File: src/rtl/core/assert_macros.svh
// Assertion helpers shared by the RTL.
`ifndef ASSERT_MACROS_SVH
`define ASSERT_MACROS_SVH

// Antecedent implies consequent in the same cycle.
`define ASSERT_SAME(name, clk, rst, ante, cons) \
  name: assert property (@(posedge clk) disable iff (rst) (ante) |-> (cons)) \
    else $error("same-cycle check failed");

// Antecedent implies consequent in the next cycle.
`define ASSERT_NEXT(name, clk, rst, ante, cons) \
  name: assert property (@(posedge clk) disable iff (rst) (ante) |=> (cons)) \
    else $error("next-cycle check failed");

`endif

File: src/rtl/core/tarpd_pkg.sv
`default_nettype none

package tarpd_pkg;

  localparam int DATA_W    = 16;
  localparam int OUT_W     = 15;
  localparam int NUM_REGS  = 8;
  localparam int REG_IDX_W = 3;
  // operand A holds err<<F + derr*kd, which fits 32 bits for F up to 14
  localparam int OPA_W     = 32;
  localparam int PROD_W    = OPA_W + DATA_W;

  localparam int COMMAND_LIMIT_DEF      = 9600;
  localparam int GAIN_FRACTION_BITS_DEF = 8;

  typedef enum logic [REG_IDX_W-1:0] {
    REG_ROLL_P     = 3'd0,
    REG_ROLL_D     = 3'd1,
    REG_PITCH_P    = 3'd2,
    REG_PITCH_D    = 3'd3,
    REG_YAW_P      = 3'd4,
    REG_ROLL_SCALE = 3'd5,
    REG_PITCH_SCALE = 3'd6,
    REG_YAW_SCALE  = 3'd7
  } reg_idx_t;

  localparam logic [DATA_W-1:0] CFG_RESET [NUM_REGS] = '{
    16'd256, 16'd0, 16'd256, 16'd0, 16'd256, 16'd256, 16'd256, 16'd256
  };

  // multiplier operand pairs
  typedef enum logic [2:0] {
    MSEL_ROLL_D,
    MSEL_ROLL_P,
    MSEL_PITCH_D,
    MSEL_PITCH_P,
    MSEL_YAW,
    MSEL_SP_ROLL,
    MSEL_SP_PITCH,
    MSEL_SP_YAW
  } msel_t;

  // write-back targets for the saturated value
  typedef enum logic [2:0] {
    WB_NONE,
    WB_ROLL_CMD,
    WB_PITCH_CMD,
    WB_YAW_CMD,
    WB_TGT_ROLL,
    WB_TGT_PITCH,
    WB_TGT_YAW
  } wb_t;

  typedef struct packed {
    logic  load;      // capture the accepted item
    logic  mul_en;    // register a product
    msel_t msel;
    logic  s_roll;    // roll PD sum from product
    logic  s_pitch;   // pitch PD sum from product
    logic  post_en;   // truncate and saturate product
    logic  post_2f;   // shift by 2F instead of F
    wb_t   wb;
    logic  out_load;  // move results to the output registers
  } cmd_t;

endpackage

`default_nettype wire

File: src/rtl/core/tarpd_dp.sv
`default_nettype none

module tarpd_dp #(
  parameter int COMMAND_LIMIT      = tarpd_pkg::COMMAND_LIMIT_DEF,
  parameter int GAIN_FRACTION_BITS = tarpd_pkg::GAIN_FRACTION_BITS_DEF
) (
  input  logic                                   clk,
  input  logic                                   rst,
  input  tarpd_pkg::cmd_t                        cmd,
  input  logic                                   cfg_write,
  input  logic [tarpd_pkg::REG_IDX_W-1:0]        cfg_index,
  input  logic [tarpd_pkg::DATA_W-1:0]           cfg_data,
  input  logic                                   mode,
  input  logic signed [tarpd_pkg::DATA_W-1:0]    roll_rate,
  input  logic signed [tarpd_pkg::DATA_W-1:0]    pitch_rate,
  input  logic signed [tarpd_pkg::DATA_W-1:0]    yaw_rate,
  input  logic signed [tarpd_pkg::DATA_W-1:0]    stick_roll,
  input  logic signed [tarpd_pkg::DATA_W-1:0]    stick_pitch,
  input  logic signed [tarpd_pkg::DATA_W-1:0]    stick_yaw,
  input  logic signed [tarpd_pkg::DATA_W-1:0]    radio_throttle,
  output logic signed [tarpd_pkg::OUT_W-1:0]     roll_command,
  output logic signed [tarpd_pkg::OUT_W-1:0]     pitch_command,
  output logic signed [tarpd_pkg::OUT_W-1:0]     yaw_command,
  output logic signed [tarpd_pkg::OUT_W-1:0]     throttle_command
);
  import tarpd_pkg::*;

  localparam int F  = GAIN_FRACTION_BITS;
  localparam int F2 = 2 * GAIN_FRACTION_BITS;
  localparam logic signed [PROD_W-1:0] BIAS_F  = PROD_W'((64'sd1 <<< F) - 64'sd1);
  localparam logic signed [PROD_W-1:0] BIAS_2F = PROD_W'((64'sd1 <<< F2) - 64'sd1);
  localparam logic signed [PROD_W-1:0] SAT_HI  = PROD_W'(32767);
  localparam logic signed [PROD_W-1:0] SAT_LO  = -PROD_W'(32768);
  localparam logic signed [DATA_W-1:0] LIM     = DATA_W'(COMMAND_LIMIT);

  function automatic logic signed [DATA_W-1:0] clamp_cmd(input logic signed [DATA_W-1:0] x);
    if (x > LIM) begin
      return LIM;
    end else if (x < -LIM) begin
      return -LIM;
    end
    return x;
  endfunction

  logic signed [DATA_W-1:0] cfg_reg [NUM_REGS];

  logic signed [DATA_W-1:0] target_roll, target_pitch, target_yaw, target_throttle;
  logic signed [DATA_W-1:0] prev_roll, prev_pitch;

  logic signed [DATA_W-1:0] err_roll, err_pitch, err_yaw, derr_roll, derr_pitch;
  logic signed [DATA_W-1:0] stick_roll_r, stick_pitch_r, stick_yaw_r;
  logic signed [DATA_W-1:0] err_roll_next, err_pitch_next, derr_roll_next, derr_pitch_next;

  logic signed [OPA_W-1:0]  s_acc;
  logic signed [OPA_W-1:0]  mul_a;
  logic signed [DATA_W-1:0] mul_b;
  logic signed [PROD_W-1:0] prod;
  logic signed [PROD_W-1:0] post_sum, post_shift;
  logic signed [DATA_W-1:0] sat_r, sat_next;
  logic signed [DATA_W-1:0] roll_w, pitch_w, yaw_w, thr_clamped;

  // errors wrap to 16 bits
  assign err_roll_next   = roll_rate - target_roll;
  assign err_pitch_next  = pitch_rate - target_pitch;
  assign derr_roll_next  = err_roll_next - prev_roll;
  assign derr_pitch_next = err_pitch_next - prev_pitch;

  // configuration and controller state
  always_ff @(posedge clk) begin
    if (rst) begin
      for (int i = 0; i < NUM_REGS; i++) begin
        cfg_reg[i] <= CFG_RESET[i];
      end
      target_roll     <= '0;
      target_pitch    <= '0;
      target_yaw      <= '0;
      target_throttle <= '0;
      prev_roll       <= '0;
      prev_pitch      <= '0;
    end else begin
      if (cfg_write) begin
        cfg_reg[cfg_index] <= cfg_data;
      end
      if (cmd.load) begin
        if (mode) begin
          prev_roll  <= err_roll_next;
          prev_pitch <= err_pitch_next;
        end else begin
          target_throttle <= radio_throttle;
        end
      end
      case (cmd.wb)
        WB_TGT_ROLL:  target_roll  <= sat_r;
        WB_TGT_PITCH: target_pitch <= sat_r;
        WB_TGT_YAW:   target_yaw   <= sat_r;
        default: ;
      endcase
    end
  end

  // shared multiplier operand select
  always_comb begin
    case (cmd.msel)
      MSEL_ROLL_D: begin
        mul_a = OPA_W'(derr_roll);
        mul_b = cfg_reg[REG_ROLL_D];
      end
      MSEL_ROLL_P: begin
        mul_a = s_acc;
        mul_b = cfg_reg[REG_ROLL_P];
      end
      MSEL_PITCH_D: begin
        mul_a = OPA_W'(derr_pitch);
        mul_b = cfg_reg[REG_PITCH_D];
      end
      MSEL_PITCH_P: begin
        mul_a = s_acc;
        mul_b = cfg_reg[REG_PITCH_P];
      end
      MSEL_YAW: begin
        mul_a = OPA_W'(err_yaw);
        mul_b = cfg_reg[REG_YAW_P];
      end
      MSEL_SP_ROLL: begin
        mul_a = OPA_W'(stick_roll_r);
        mul_b = cfg_reg[REG_ROLL_SCALE];
      end
      MSEL_SP_PITCH: begin
        mul_a = OPA_W'(stick_pitch_r);
        mul_b = cfg_reg[REG_PITCH_SCALE];
      end
      MSEL_SP_YAW: begin
        mul_a = OPA_W'(stick_yaw_r);
        mul_b = cfg_reg[REG_YAW_SCALE];
      end
      default: begin
        mul_a = '0;
        mul_b = '0;
      end
    endcase
  end

  // truncate toward zero: bias negative values before the arithmetic shift
  always_comb begin
    post_sum   = prod + (prod[PROD_W-1] ? (cmd.post_2f ? BIAS_2F : BIAS_F) : '0);
    post_shift = cmd.post_2f ? (post_sum >>> F2) : (post_sum >>> F);
    if (post_shift > SAT_HI) begin
      sat_next = SAT_HI[DATA_W-1:0];
    end else if (post_shift < SAT_LO) begin
      sat_next = SAT_LO[DATA_W-1:0];
    end else begin
      sat_next = post_shift[DATA_W-1:0];
    end
  end

  assign thr_clamped = clamp_cmd(target_throttle);

  // payload registers
  always_ff @(posedge clk) begin
    if (cmd.load) begin
      err_roll      <= err_roll_next;
      err_pitch     <= err_pitch_next;
      derr_roll     <= derr_roll_next;
      derr_pitch    <= derr_pitch_next;
      err_yaw       <= yaw_rate - target_yaw;
      stick_roll_r  <= stick_roll;
      stick_pitch_r <= stick_pitch;
      stick_yaw_r   <= stick_yaw;
    end
    if (cmd.mul_en) begin
      prod <= mul_a * mul_b;
    end
    if (cmd.s_roll) begin
      s_acc <= $signed(prod[OPA_W-1:0]) + (OPA_W'(err_roll) <<< F);
    end else if (cmd.s_pitch) begin
      s_acc <= $signed(prod[OPA_W-1:0]) + (OPA_W'(err_pitch) <<< F);
    end
    if (cmd.post_en) begin
      sat_r <= sat_next;
    end
    case (cmd.wb)
      WB_ROLL_CMD:  roll_w  <= clamp_cmd(sat_r);
      WB_PITCH_CMD: pitch_w <= clamp_cmd(sat_r);
      WB_YAW_CMD:   yaw_w   <= clamp_cmd(sat_r);
      default: ;
    endcase
    if (cmd.out_load) begin
      roll_command     <= roll_w[OUT_W-1:0];
      pitch_command    <= pitch_w[OUT_W-1:0];
      yaw_command      <= yaw_w[OUT_W-1:0];
      throttle_command <= thr_clamped[OUT_W-1:0];
    end
  end

endmodule

`default_nettype wire

File: src/rtl/core/tarpd_ctrl.sv
`default_nettype none

module tarpd_ctrl (
  input  logic            clk,
  input  logic            rst,
  input  logic            in_valid,
  input  logic            mode,
  input  logic            out_stall,
  output logic            in_stall,
  output logic            out_valid,
  output tarpd_pkg::cmd_t cmd
);
  import tarpd_pkg::*;

  typedef enum logic [14:0] {
    ST_IDLE = 15'b000000000000001,
    ST_RD   = 15'b000000000000010,  // roll derr*kd
    ST_RS   = 15'b000000000000100,  // roll sum
    ST_RP   = 15'b000000000001000,  // roll sum*kp
    ST_PD   = 15'b000000000010000,  // pitch derr*kd, roll post
    ST_PS   = 15'b000000000100000,  // pitch sum, roll write-back
    ST_PP   = 15'b000000001000000,  // pitch sum*kp
    ST_YM   = 15'b000000010000000,  // yaw err*kp, pitch post
    ST_PW   = 15'b000000100000000,  // yaw post, pitch write-back
    ST_YW   = 15'b000001000000000,  // yaw write-back
    ST_OUT  = 15'b000010000000000,  // wait for output register
    ST_SR   = 15'b000100000000000,  // setpoint roll multiply
    ST_SP   = 15'b001000000000000,
    ST_SY   = 15'b010000000000000,
    ST_SW   = 15'b100000000000000
  } state_t;

  state_t state, state_next;
  logic   out_valid_next;
  logic   sp_yaw_wb;  // last setpoint write-back, in the cycle after ST_SW

  assign in_stall = (state != ST_IDLE) || sp_yaw_wb;

  always_comb begin
    cmd        = '0;
    state_next = state;
    case (state)
      ST_IDLE: begin
        if (in_valid && !in_stall) begin
          cmd.load   = 1'b1;
          state_next = mode ? ST_RD : ST_SR;
        end
      end
      ST_RD: begin
        cmd.mul_en = 1'b1;
        cmd.msel   = MSEL_ROLL_D;
        state_next = ST_RS;
      end
      ST_RS: begin
        cmd.s_roll = 1'b1;
        state_next = ST_RP;
      end
      ST_RP: begin
        cmd.mul_en = 1'b1;
        cmd.msel   = MSEL_ROLL_P;
        state_next = ST_PD;
      end
      ST_PD: begin
        cmd.mul_en  = 1'b1;
        cmd.msel    = MSEL_PITCH_D;
        cmd.post_en = 1'b1;
        cmd.post_2f = 1'b1;
        state_next  = ST_PS;
      end
      ST_PS: begin
        cmd.s_pitch = 1'b1;
        cmd.wb      = WB_ROLL_CMD;
        state_next  = ST_PP;
      end
      ST_PP: begin
        cmd.mul_en = 1'b1;
        cmd.msel   = MSEL_PITCH_P;
        state_next = ST_YM;
      end
      ST_YM: begin
        cmd.mul_en  = 1'b1;
        cmd.msel    = MSEL_YAW;
        cmd.post_en = 1'b1;
        cmd.post_2f = 1'b1;
        state_next  = ST_PW;
      end
      ST_PW: begin
        cmd.post_en = 1'b1;
        cmd.wb      = WB_PITCH_CMD;
        state_next  = ST_YW;
      end
      ST_YW: begin
        cmd.wb     = WB_YAW_CMD;
        state_next = ST_OUT;
      end
      ST_OUT: begin
        if (!out_valid || !out_stall) begin
          cmd.out_load = 1'b1;
          state_next   = ST_IDLE;
        end
      end
      ST_SR: begin
        cmd.mul_en = 1'b1;
        cmd.msel   = MSEL_SP_ROLL;
        state_next = ST_SP;
      end
      ST_SP: begin
        cmd.mul_en  = 1'b1;
        cmd.msel    = MSEL_SP_PITCH;
        cmd.post_en = 1'b1;
        state_next  = ST_SY;
      end
      ST_SY: begin
        cmd.mul_en  = 1'b1;
        cmd.msel    = MSEL_SP_YAW;
        cmd.post_en = 1'b1;
        cmd.wb      = WB_TGT_ROLL;
        state_next  = ST_SW;
      end
      ST_SW: begin
        cmd.post_en = 1'b1;
        cmd.wb      = WB_TGT_PITCH;
        state_next  = ST_IDLE;
      end
      default: begin
        state_next = ST_IDLE;
      end
    endcase
    // yaw target lands while the state machine is already back in idle
    if (sp_yaw_wb) begin
      cmd.wb = WB_TGT_YAW;
    end
  end

  assign out_valid_next = cmd.out_load || (out_valid && out_stall);

  always_ff @(posedge clk) begin
    if (rst) begin
      state     <= ST_IDLE;
      out_valid <= 1'b0;
      sp_yaw_wb <= 1'b0;
    end else begin
      state     <= state_next;
      out_valid <= out_valid_next;
      sp_yaw_wb <= (state == ST_SW);
    end
  end

endmodule

`default_nettype wire

File: src/rtl/core/three_axis_rate_pd_controller_unit.sv
`default_nettype none

// Three-axis rate PD controller. An item with mode 0 scales the radio roll,
// pitch and yaw by their Q.F setpoint scales (truncated toward zero,
// saturated to 16 bits) into the target rates and stores the throttle; it
// gives no result, and the next item is not accepted until the yaw target
// has been written back. An item with mode 1 runs a PD law on roll and pitch
// ((err*2^F + derr*kd)*kp / 2^2F) and a P law on yaw (err*kp / 2^F), each
// saturated to 16 bits and clamped to +/-COMMAND_LIMIT; the stored throttle is
// clamped the same way. Its result becomes valid after the yaw write-back,
// later while the previous result is still held in the output register, and
// the next item can be accepted in the cycle the result becomes valid. One
// item is in work at a time; every product goes through a single shared 32x16
// multiplier with a registered product, and five products per control step
// set the latency. A finished result waits in the output register while the
// next item is taken. Write gains through cfg_write/cfg_index/cfg_data only
// while the block is idle; the block itself does not enforce this.

`include "assert_macros.svh"

module three_axis_rate_pd_controller_unit #(
  parameter int COMMAND_LIMIT      = tarpd_pkg::COMMAND_LIMIT_DEF,
  parameter int GAIN_FRACTION_BITS = tarpd_pkg::GAIN_FRACTION_BITS_DEF
) (
  input  logic                                clk,
  input  logic                                rst,
  // configuration
  input  logic                                cfg_write,
  input  logic [tarpd_pkg::REG_IDX_W-1:0]     cfg_index,
  input  logic [tarpd_pkg::DATA_W-1:0]        cfg_data,
  // input items
  input  logic                                in_valid,
  output logic                                in_stall,
  input  logic                                mode,
  input  logic signed [tarpd_pkg::DATA_W-1:0] roll_rate,
  input  logic signed [tarpd_pkg::DATA_W-1:0] pitch_rate,
  input  logic signed [tarpd_pkg::DATA_W-1:0] yaw_rate,
  input  logic signed [tarpd_pkg::DATA_W-1:0] stick_roll,
  input  logic signed [tarpd_pkg::DATA_W-1:0] stick_pitch,
  input  logic signed [tarpd_pkg::DATA_W-1:0] stick_yaw,
  input  logic signed [tarpd_pkg::DATA_W-1:0] radio_throttle,
  // result items
  output logic                                out_valid,
  input  logic                                out_stall,
  output logic signed [tarpd_pkg::OUT_W-1:0]  roll_command,
  output logic signed [tarpd_pkg::OUT_W-1:0]  pitch_command,
  output logic signed [tarpd_pkg::OUT_W-1:0]  yaw_command,
  output logic signed [tarpd_pkg::OUT_W-1:0]  throttle_command
);
  import tarpd_pkg::*;

  localparam logic signed [DATA_W-1:0] CMD_LIM = DATA_W'(COMMAND_LIMIT);

  cmd_t cmd;

  // sequencer: one state per multiply / sum / write-back step
  tarpd_ctrl u_ctrl (
    .clk       (clk),
    .rst       (rst),
    .in_valid  (in_valid),
    .mode      (mode),
    .out_stall (out_stall),
    .in_stall  (in_stall),
    .out_valid (out_valid),
    .cmd       (cmd)
  );

  // gains, state, shared multiplier and output registers
  tarpd_dp #(
    .COMMAND_LIMIT      (COMMAND_LIMIT),
    .GAIN_FRACTION_BITS (GAIN_FRACTION_BITS)
  ) u_dp (
    .clk              (clk),
    .rst              (rst),
    .cmd              (cmd),
    .cfg_write        (cfg_write),
    .cfg_index        (cfg_index),
    .cfg_data         (cfg_data),
    .mode             (mode),
    .roll_rate        (roll_rate),
    .pitch_rate       (pitch_rate),
    .yaw_rate         (yaw_rate),
    .stick_roll       (stick_roll),
    .stick_pitch      (stick_pitch),
    .stick_yaw        (stick_yaw),
    .radio_throttle   (radio_throttle),
    .roll_command     (roll_command),
    .pitch_command    (pitch_command),
    .yaw_command      (yaw_command),
    .throttle_command (throttle_command)
  );

  // an accepted item keeps the block busy on the next cycle
  `ASSERT_NEXT(a_busy_after_accept, clk, rst, in_valid && !in_stall, in_stall)

  // a new result never overwrites one still waiting to be taken
  `ASSERT_SAME(a_no_overwrite, clk, rst, cmd.out_load, !out_valid || !out_stall)

  // delivered commands stay inside the limit
  `ASSERT_SAME(a_cmd_in_limit, clk, rst, out_valid,
    (roll_command <= CMD_LIM) && (roll_command >= -CMD_LIM) &&
    (pitch_command <= CMD_LIM) && (pitch_command >= -CMD_LIM) &&
    (yaw_command <= CMD_LIM) && (yaw_command >= -CMD_LIM) &&
    (throttle_command <= CMD_LIM) && (throttle_command >= -CMD_LIM))

endmodule

`default_nettype wire
File: config.mk
export PLATFORM = sky130hd
export DESIGN_NAME = three_axis_rate_pd_controller_unit
export DESIGN_NICKNAME = d
export VERILOG_FILES = /design/src/rtl/core/tarpd_pkg.sv /design/src/rtl/core/tarpd_dp.sv /design/src/rtl/core/tarpd_ctrl.sv /design/src/rtl/core/three_axis_rate_pd_controller_unit.sv
export VERILOG_INCLUDE_DIRS = /design/src /design/src/rtl/core
export SDC_FILE = /design/constraint.sdc
export NUM_CORES = 2
export LEC_CHECK = 0
export BUFFER_PORTS_ARGS = -buffer_cell sky130_fd_sc_hd__buf_2
export CORE_AREA = 4 4 343 345
export CTS_CLUSTER_DIAMETER = 50
export DETAILED_ROUTE_END_ITERATION = 6
export DIE_AREA = 0 0 347 349
export GPL_TIMING_DRIVEN = 0
export PLACE_DENSITY = 0.64
export RECOVER_POWER = 25
export SYNTH_ARGS = -nofsm -noshare
export SYNTH_HDL_FRONTEND = slang
export SYNTH_HIERARCHICAL = 1
export SYNTH_SLANG_ARGS = --single-unit
export TNS_END_PERCENT = 30
File: constraint.sdc
create_clock -name clk -period 9.1 [get_ports clk]
set_clock_uncertainty 0.2 [all_clocks]
set_input_delay 0.455 -clock clk [delete_from_list [all_inputs] [get_ports clk]]
set_output_delay 0.455 -clock clk [all_outputs]
set_load 0.01 [all_outputs]
==> summary.md <==
| Metric | Value |
|---|---|
| Status | complete, but fails checks |
| Failing checks | setup timing |
| Buffers added on ports | a little under 200 |
| Pre-CTS setup slack | -3.49 ns |
| Nets | a little over 6000 |
| Bufs and invs on worst path | 8 |
| Synthesized area | 45600 µm² |
| Worst path slowest cell | fa_2 |
| Worst setup margin | -0.170 ns |
| Seq/Total Area, Yosys | 35.1% |
| Pin count of the biggest net entering global routing | 42 |
| First-pass GRT wire length | roughly 220000 µm |
| Placer's final routability congestion estimate | 0.952 |
| Clock sink count | 570 |
| Post-DP HPWL | about 110000 µm |
| Critical Path RT | 9.28 ns |
| Gr ovfl total | 0 |
| Max reg flops | 128 |
| H-tree depth | 3 |
| Mux contribution to synthesized area | approximately 1.8% |
| Most frequent cell after synthesis | inv_1 |
| Total Wirelength | 148000 µm |
| Core area | 114000 µm² |
| Library cells used by synthesis | 91 |
| Slowest stage delay, CP | 0.55 ns |
| Synthesized flop and latch total | 570 |
| Share of cells above drive strength 1 | 19.3% |
| Area occupied by registers | about 16000 µm² |
| Multi-input gate area | 28000 µm² |
| Gate Count Post-Synth | 4598 |
| Top cells by count, synth | inv_1, nand2_1, fa_1, edfxtp_1, nor2_1 |
| Vias per cell | 5.38 |
| CP Data Arrival Time | 9.45 ns |
| DR WL/cell | ~22 µm |
| Inst Count DP | 6325 |
| Ys async rst share | 0% |
| Synth Flop Type | edfxtp_1 |
| CP delay by family, top | adder cells |
| Slew HR | 25.9% |
| Post-synthesis xor/xnor area fraction | 3.24% |
| Setup-failing EPs final | 9 |
| Synth top area share | 30.1% |
| Final hold vios | 0 |
| Area Overhead vs Synth | 24.1% |
| Row cnt | 124 |
| Max Freq | 108 MHz |
| Slew Limit Fails | 0 |
| Hold WC Path Type | input pin to flip-flop |
| Clock Latency Late Sink | 0.63 ns |
| Die Y-Extent | 349 µm |
| Clock buffer depth | 3 |
| Avg Cell Area, Syn | 9.91 µm² |
| # DRC | 0 |
| Setup CP Type | flip-flop to flip-flop |
| Post-synthesis adder-cell area fraction | 27.9% |
| IO Pins | a little under 200 |
| CTS tree | built |
| All-Layer GR Usage | 24.0% |
| Layout Cells excl Fill | 6758 |
| Post-synth EDFFs | 457 |
| CP Capture Type | flip-flop |
| CTS root buf | clkbuf_16 |
| Slew @ Worst Pin | 1.11 ns |
| Via count | 36326 |
| Die width | 347 µm |
| Synth warn | 6 |
| Die area | 121000 µm² |
| Compound-Gate Fraction of Synth Area | 9.66% |
| DR pass1 iterations | 6 |
| DRT antenna net count | 0 |
| Worst-path clk slew | 0.06 ns |
| Cell taking the most area after synthesis | edfxtp_1 |
| Minimum clock period | 9.27 ns |
| RSZ-0062 raised after global routing | true |
| Number of buffers created by CTS | 72 |
| Mapped Nets | 5454 |
| Worst-path fanout max | 7 |
| CP startpoint kind | flip-flop |
| Ranking of synthesized cells by area | edfxtp_1, fa_1, ha_1, inv_1, dfxtp_1 |
| Initial antenna violation count | 19 |
| Simple-gate share of the synthesized area | 14.9% |
| Max Cap Viol | 0 |
| Main combinational cell family by area after synthesis | adder cells |
| FILL cells | 10200 |
| Fin crit share | 102% |
| Vias in the first global route | 36519 |
| Initial Util | 39.9% |
| DR iter-0 viols | 3365 |
## routing by layer
layer	routed length, µm	global-route usage [%]
met2	67900	38.3
met5	18	0
met3	12600	4.81
met1	58900	31.3
met4	8130	11.7
## cells in the final DEF (no fill, tap or decap), types with 102 or more instances in the layout
| cell | count |
|---|---|
| edfxtp_1 | 457 |
| buf_2 | 188 |
| buf_4 | 201 |
| inv_1 | 689 |
| dfxtp_1 | 102 |
| nand2_1 | 575 |
| ha_1 | 207 |
| fa_1 | 465 |
| xnor2_1 | 118 |
| nor2_1 | 402 |
| a21oi_1 | 214 |
| and2_1 | 140 |
## final cells by class
class | instances | area share (%)
clock buffers | 85 | 3.36
clock inverters | 49 | 0.921
well taps | 1512 | 3.35
inverters | 720 | 4.81
multi-input cells | 3136 | 49.6
repair buffers | 516 | 7.05
plain buffers | 159 | 2.55
flip-flops and latches | 570 | 28.3
diodes | 11 | 0.0487
## stage by stage
stage	hold slack (ns)	utilization (%)	setup TNS, ns	instance area [µm²]
finish	0.0312	49.5	-0.681	56500
global route	0.0257	49.5	-2.87	56500
CTS	0.000325	48.7	-0.0937	55600
global placement	0.202	42.5	-324.88	48500
detailed placement	0.205	42.8	-86.50	48800
floorplan	0.200	-	0	45600
## cell families after synthesis
kind of cell	count (synthesis)
AOI/OAI and AO/OA	689
xor gates and xnor gates	167
adders and majority gates	721
buffers and inverters	892
DFF	570
muxes	72
and+or+nand+nor	1487
## worst paths after layout
kind | cells past startpoint | slack, ns | start | end
max | 36 | -0.17 | u_ctrl/state[1] | u_dp/prod[47]
min | 2 | 0.03 | cfg_data[8] | u_dp/cfg_reg[0][8]
max reg2reg | 36 | -0.17 | u_ctrl/state[1] | u_dp/prod[47]
min reg2reg | 0 | 0.21 | u_dp/yaw_w[7] | u_dp/yaw_command[7]
## what timing repair did
item,4_1_cts,5_1_grt
endpoints found under the hold margin,82,0
cloned,3,1
hold buffers,70,0
pin swaps,116,111
endpoints found under the setup margin,40,25
resized for setup,525,175
buffers inserted,181,52
Power is left out: the tool's default activity adds up to more than one toggle a clock period on the data nets, which glitch-free logic cannot reach.
